## src/design/assert_macros.svh

```systemverilog
// ----------------------------------------------------------------------------
// Assertion macros
// Concurrent check wrappers; empty when SYNTHESIS is defined.
// ----------------------------------------------------------------------------
`ifndef ASSERT_MACROS_SVH
`define ASSERT_MACROS_SVH

`ifndef SYNTHESIS
// prop must hold at every clock edge outside reset
`define NRC_ASSERT(lbl, clk, rst_n, prop) \
	lbl: assert property (@(posedge clk) disable iff (!rst_n) prop) \
		else $error("nrc assertion failed");
// expr must never be true outside reset
`define NRC_ASSERT_NEVER(lbl, clk, rst_n, expr) \
	lbl: assert property (@(posedge clk) disable iff (!rst_n) !(expr)) \
		else $error("nrc forbidden condition seen");
`else
`define NRC_ASSERT(lbl, clk, rst_n, prop)
`define NRC_ASSERT_NEVER(lbl, clk, rst_n, expr)
`endif

`endif

```

## src/design/nrc_pkg.sv

```systemverilog
// ----------------------------------------------------------------------------
// nrc_pkg
// Shared types and constants of the nested rectangle chain block.
// ----------------------------------------------------------------------------
package nrc_pkg;

	localparam int SIDE_W   = 16;
	localparam int LEN_W    = 8;
	localparam int SUM_W    = 39;
	localparam int CFG_IDX_W = 1;
	localparam int CFG_DAT_W = 1;

	localparam logic [CFG_IDX_W-1:0] REG_GROW_MODE       = 1'b0;
	localparam logic [CFG_IDX_W-1:0] REG_PREFER_MAX_AREA = 1'b1;

	typedef struct packed {
		logic [SIDE_W-1:0] side_a;
		logic [SIDE_W-1:0] side_b;
		logic              last_item;
	} item_t;

	typedef struct packed {
		logic [LEN_W-1:0] chain_length;
		logic [SUM_W-1:0] chain_area;
	} result_t;

	typedef struct packed {
		logic grow_mode;
		logic prefer_max_area;
	} cfg_t;

	// controller -> datapath
	typedef struct packed {
		logic load;
		logic mul;
		logic scan;
		logic write;
		logic emit;
	} cmd_t;

	// datapath -> controller
	typedef struct packed {
		logic full;
		logic empty;
		logic scan_last;
		logic last_item;
	} status_t;

	typedef enum logic [2:0] {
		ST_IDLE,
		ST_MUL,
		ST_SCAN,
		ST_DRAIN,
		ST_WRITE,
		ST_FINISH
	} state_t;

endpackage

```

## src/design/nrc_ctrl.sv

```systemverilog
// ----------------------------------------------------------------------------
// nrc_ctrl
// Sequencer: load, area multiply, scan of stored entries, drain, store, result.
// ----------------------------------------------------------------------------
module nrc_ctrl import nrc_pkg::*; (
	input  logic    clk,
	input  logic    arst_n,
	input  logic    start,
	input  status_t status,
	output logic    busy,
	output cmd_t    cmd
);

	state_t state_q;
	state_t state_d;

	always_ff @(posedge clk or negedge arst_n) begin
		if (!arst_n) begin
			state_q <= ST_IDLE;
		end else begin
			state_q <= state_d;
		end
	end

	always_comb begin
		state_d = state_q;
		case (state_q)
			ST_IDLE: begin
				if (start) state_d = ST_MUL;
			end
			ST_MUL: begin
				if (status.full)       state_d = ST_FINISH;
				else if (status.empty) state_d = ST_WRITE;
				else                   state_d = ST_SCAN;
			end
			ST_SCAN: begin
				if (status.scan_last) state_d = ST_DRAIN;
			end
			ST_DRAIN:  state_d = ST_WRITE;
			ST_WRITE:  state_d = ST_FINISH;
			ST_FINISH: state_d = ST_IDLE;
			default:   state_d = ST_IDLE;
		endcase
	end

	always_comb begin
		cmd  = '0;
		busy = 1'b1;
		case (state_q)
			ST_IDLE: begin
				busy     = 1'b0;
				cmd.load = start;
			end
			ST_MUL:    cmd.mul   = 1'b1;
			ST_SCAN:   cmd.scan  = 1'b1;
			ST_DRAIN:  cmd       = '0;
			ST_WRITE:  cmd.write = 1'b1;
			ST_FINISH: cmd.emit  = status.last_item;
			default:   cmd       = '0;
		endcase
	end

endmodule

```

## config.mk

```make
export PLATFORM = sky130hd
export DESIGN_NAME = nrc_ctrl
export DESIGN_NICKNAME = d
export VERILOG_FILES = /design/src/design/assert_macros.svh /design/src/design/nrc_pkg.sv /design/src/design/nrc_ctrl.sv
export SDC_FILE = /design/constraint.sdc
export NUM_CORES = 1
export LEC_CHECK = 0
export BUFFER_PORTS_ARGS = -buffer_cell sky130_fd_sc_hd__buf_2
export CORE_AREA = 4 4 41 43
export CTS_CLUSTER_DIAMETER = 200
export CTS_CLUSTER_SIZE = 24
export DETAILED_ROUTE_END_ITERATION = 10
export DIE_AREA = 0 0 45 47
export PLACE_DENSITY = 0.33
export SETUP_SLACK_MARGIN = 0.05
export SKIP_LAST_GASP = 1
export SLEW_MARGIN = 15
export SYNTH_ARGS = -nofsm -noshare
export SYNTH_HDL_FRONTEND = slang
export SYNTH_SLANG_ARGS = --single-unit
```

## constraint.sdc

```tcl
create_clock -name clk -period 1.05 [get_ports clk]
set_input_delay 0.105 -clock clk [delete_from_list [all_inputs] [get_ports clk]]
set_output_delay 0.105 -clock clk [all_outputs]
set_load 0.005 [all_outputs]
```

# == Yosys cells after proc, flatten, opt, wreduce, memory -nomap -nowiden ==
# Index checks and enable logic that the tools add are counted.
# op_classes
n_eq_ne,7
reduce_logical,2
muxes,11
# op_table
operator,n
3-bit one-hot mux with 5 select lines,1
3-bit two-way mux,4
"3-bit by 2-bit == test with 1-bit output, second input constant",2
"3-bit == test, second input constant",2
1-bit two-way mux,6
"2-bit != test, second input constant",2
"3-bit by 1-bit == test with 1-bit output, second input constant",1
3-bit logical NOT,1
2-bit AND reduction,1
# word_totals
register_bits,3
wordCells,21

# == Longest topological paths before layout ==
# depth
depth_word,3
ltp_mapped,4

# == Worst setup path before layout ==
# No wires, ideal clock.
# synth_timing
kind,register to output
startpoint,register state_q[0]
endpoint,output cmd[4] in the netlist's numbering
path_slack_ns,0.025
arrival_ns,0.920
path_buffers,0
stages_incl_launch_ff,3
required_time_ns,0.945
cell_sequence,dfrtp_1 or3_4 nor2_2
# synth_rtl
item,line,text
"start, declared",nrc_ctrl.sv:14,state_t state_q;
"start signal, assigned",nrc_ctrl.sv:21,state_q <= state_d;
"end, declared",nrc_ctrl.sv:11,output cmd_t cmd

==> impl_metrics.yaml <==
yosys:
  synth.avg_cell_area_um2: 8.49
  syn_inst: 23
  yosysMostFrequentCell: "nor2_1"
  synthTopCellsByArea: "dfrtp_1 38%, nor2_1 7.7%, or3_4 5.8%, and4b_1 5.1%, nor4bb_1 5.1%"
  synth_edf_count: 0
  synth_cell_types: 17
  synth_async_sr_flop_share: 1.00
  synth_warnings: 0
  ys_seq_area_frac: 0.385
  ys.flop_type: "dfrtp_1"
  synth_top_cells_by_count: "4 x nor2_1, 3 x dfrtp_1, 2 x nand2_1"
  synth-seq-cells: 3
  synth_top_area_share: 0.385
  synth_area_um2: 195
  synth_nets: 30
  yosysTopAreaCell: "dfrtp_1"
route:
  wl_um: 534
  vias: 235
  drt_pass1_iterations: 4
  wl_per_cell_um: 9.37
  ant_nets: 0
  drc: 0
  initialDrtViolationCount: 3
  avgViaCountPerCell: 4.12
grt:
  grt_overflow: 0
  globalRouteTotalUtil: 0.0641
  grt_max_degree: 9
  grt_pass1_wl_um: 897
  antenna_found_initial: 0
  grt_pass1_vias: 225
power_and_ir_drop:
  fin_total_pwr_w: 0.000914
  cellPowerDensity_nw_per_um2: 2700
  peakVddDrop_mv: 0.656
  cellLeakagePower_nw: 0.180
placement:
  pre_cts_slack_ns: -0.00485
  place_congestion: 0.719
  io_buffers: 12
  dpl.hpwl_um: 439
  dpl_cell_area_um2: 292
worst_setup_path:
  endpoint_kind: "output port"
  path_class: "reg2out"
  arrival_ns: 1.19
  critPathLaunchType: "flip-flop"
  required_ns: 0.94
  worstPathMaxFanout: 4
clock_network:
  h-tree-depth: 1
  insertion_delay_ns: 0.23
  cts_buffer_depth: 2
  cts_buffers: 3
  cts_root_buf: "clkbuf_4"
  cts.sink_count: 3
  clkSlewWorstSetupHoldPaths_ns: 0.04
  cts_tree: "done"
timing:
  fin_ws_ns: -0.243
  finalCritPeriodShare: 1.23
  slew_headroom: 0.829
  final_max_slew_viol_count: 0
  setup_viol: 7
  tns_ns: -1.12
  fin_skew_ns: 0.00363
  rsz0062_at_grt: "yes"
  finalCriticalPeriod_ns: 1.29
  fmax_mhz: 773
  tightest_slew_ns: 0.255
  hold_viol_final: 0
final_layout:
  postLayoutCellArea_um2: 339
  final_core_util: 0.261
  finalNetCount: 50
  top_register: "state_q"
  top_regs: "state_q (3)"
  drive_gt1_frac: 0.548
  n_antenna_cell: 0
  area_growth_pct: 73.7
  largest_reg_flops: 3
die:
  core_um2: 1300
  die_y_um: 47
  initial_core_util: 0.150
  rows: 13
  dieArea_um2: 2120
  die_x_um: 45
  ios: 13
flow_run:
  cap_violations: 0
min_path:
  min_path_type: "in2reg"
status:
  violations: "setup timing"
  status: "complete, but fails checks"
-- cells in the final DEF (no fill, tap or decap) --
master | Yosys | final
dlygate4sd3_1 | 0 | 1
and2_4 | 1 | 1
nor3_1 | 1 | 1
clkbuf_1 | 0 | 1
a31oi_1 | 1 | 1
a21oi_1 | 1 | 1
nor4bb_2 | 0 | 1
and4b_1 | 1 | 1
nor2_2 | 1 | 1
buf_2 | 1 | 12
dfrtp_1 | 3 | 3
clkbuf_4 | 0 | 3
buf_4 | 0 | 3
a21o_1 | 1 | 1
nor3b_2 | 0 | 1
inv_1 | 1 | 1
nand2_1 | 2 | 2
nor2_1 | 4 | 4
o21ai_0 | 1 | 1
nand2b_1 | 1 | 1
or3_4 | 1 | 1
-- critical path, cell delays in order, from the launching register on --
cell and delay, ns:
dfrtp_1 0.40, or3_4 0.38, nor2_2 0.07, buf_2 0.11
-- worst paths after layout --
kind,startpoint,endpoint,slack (ns),cells past startpoint
min,start,state_q[0],0.13,3
max reg2reg,state_q[1],state_q[0],-0.01,4
min reg2reg,state_q[2],state_q[1],0.61,2
max,state_q[1],cmd[4],-0.24,3
min in group asynchronous,arst_n,state_q[2],0.20,2
max in group asynchronous,arst_n,state_q[0],0.74,2
-- through the flow --
step	instances	hold WS (ns)
finish	57	0.129
global route	57	0.171
CTS	57	0.127
detailed placement	52	-0.0948
global placement	52	-0.0965
floorplan	23	-0.191
-- routing by layer --
layer / global-route usage / wire length [µm] / vias up
met5: 0 / 0 / -
met4: 0.0702 / 0 / 0
met3: 0.0345 / 38 / 0
met2: 0.0932 / 302 / 7
met1: 0.0616 / 193 / 110
li1: - / - / 118
-- final cells by class --
class                   count  area (µm²)
repair buffers             16        92.6
clock buffers               4        26.3
inverters                   1        3.75
multi-input cells          18         123
flip-flops and latches      3        75.1
fillers                   150         962
well taps                  15        18.8
-- power breakdown --
part / switching [W] / leakage (nW) / total, W / internal [W]
combinational: 0.000230 / 0.128 / 0.000510 / 0.000280
clock: 0.0000594 / 0.0150 / 0.000202 / 0.000142
sequential: 0.0000357 / 0.0379 / 0.000203 / 0.000167
total: 0.000325 / 0.180 / 0.000914 / 0.000590
-- kinds of logic (layout without fill, tap and decap cells) --
family                 after synthesis  count (layout)  synth area share
AO/OA/AOI/OAI                        4               4             0.122
buffers and inverters                2              21            0.0448
flip-flops                           3               3             0.385
AND/OR/NAND/NOR                     14              14             0.449
-- timing repair --
| action | in CTS | in global routing |
|---|---|---|
| gates resized for setup | 1 | 1 |
| endpoints found under the setup margin | 8 | 9 |
| pin swaps | 0 | 0 |
| setup buffers | 0 | 0 |
| endpoints found under the hold margin | 3 | 0 |
| hold buffers | 1 | 0 |
(Power assumes the default switching activity.)
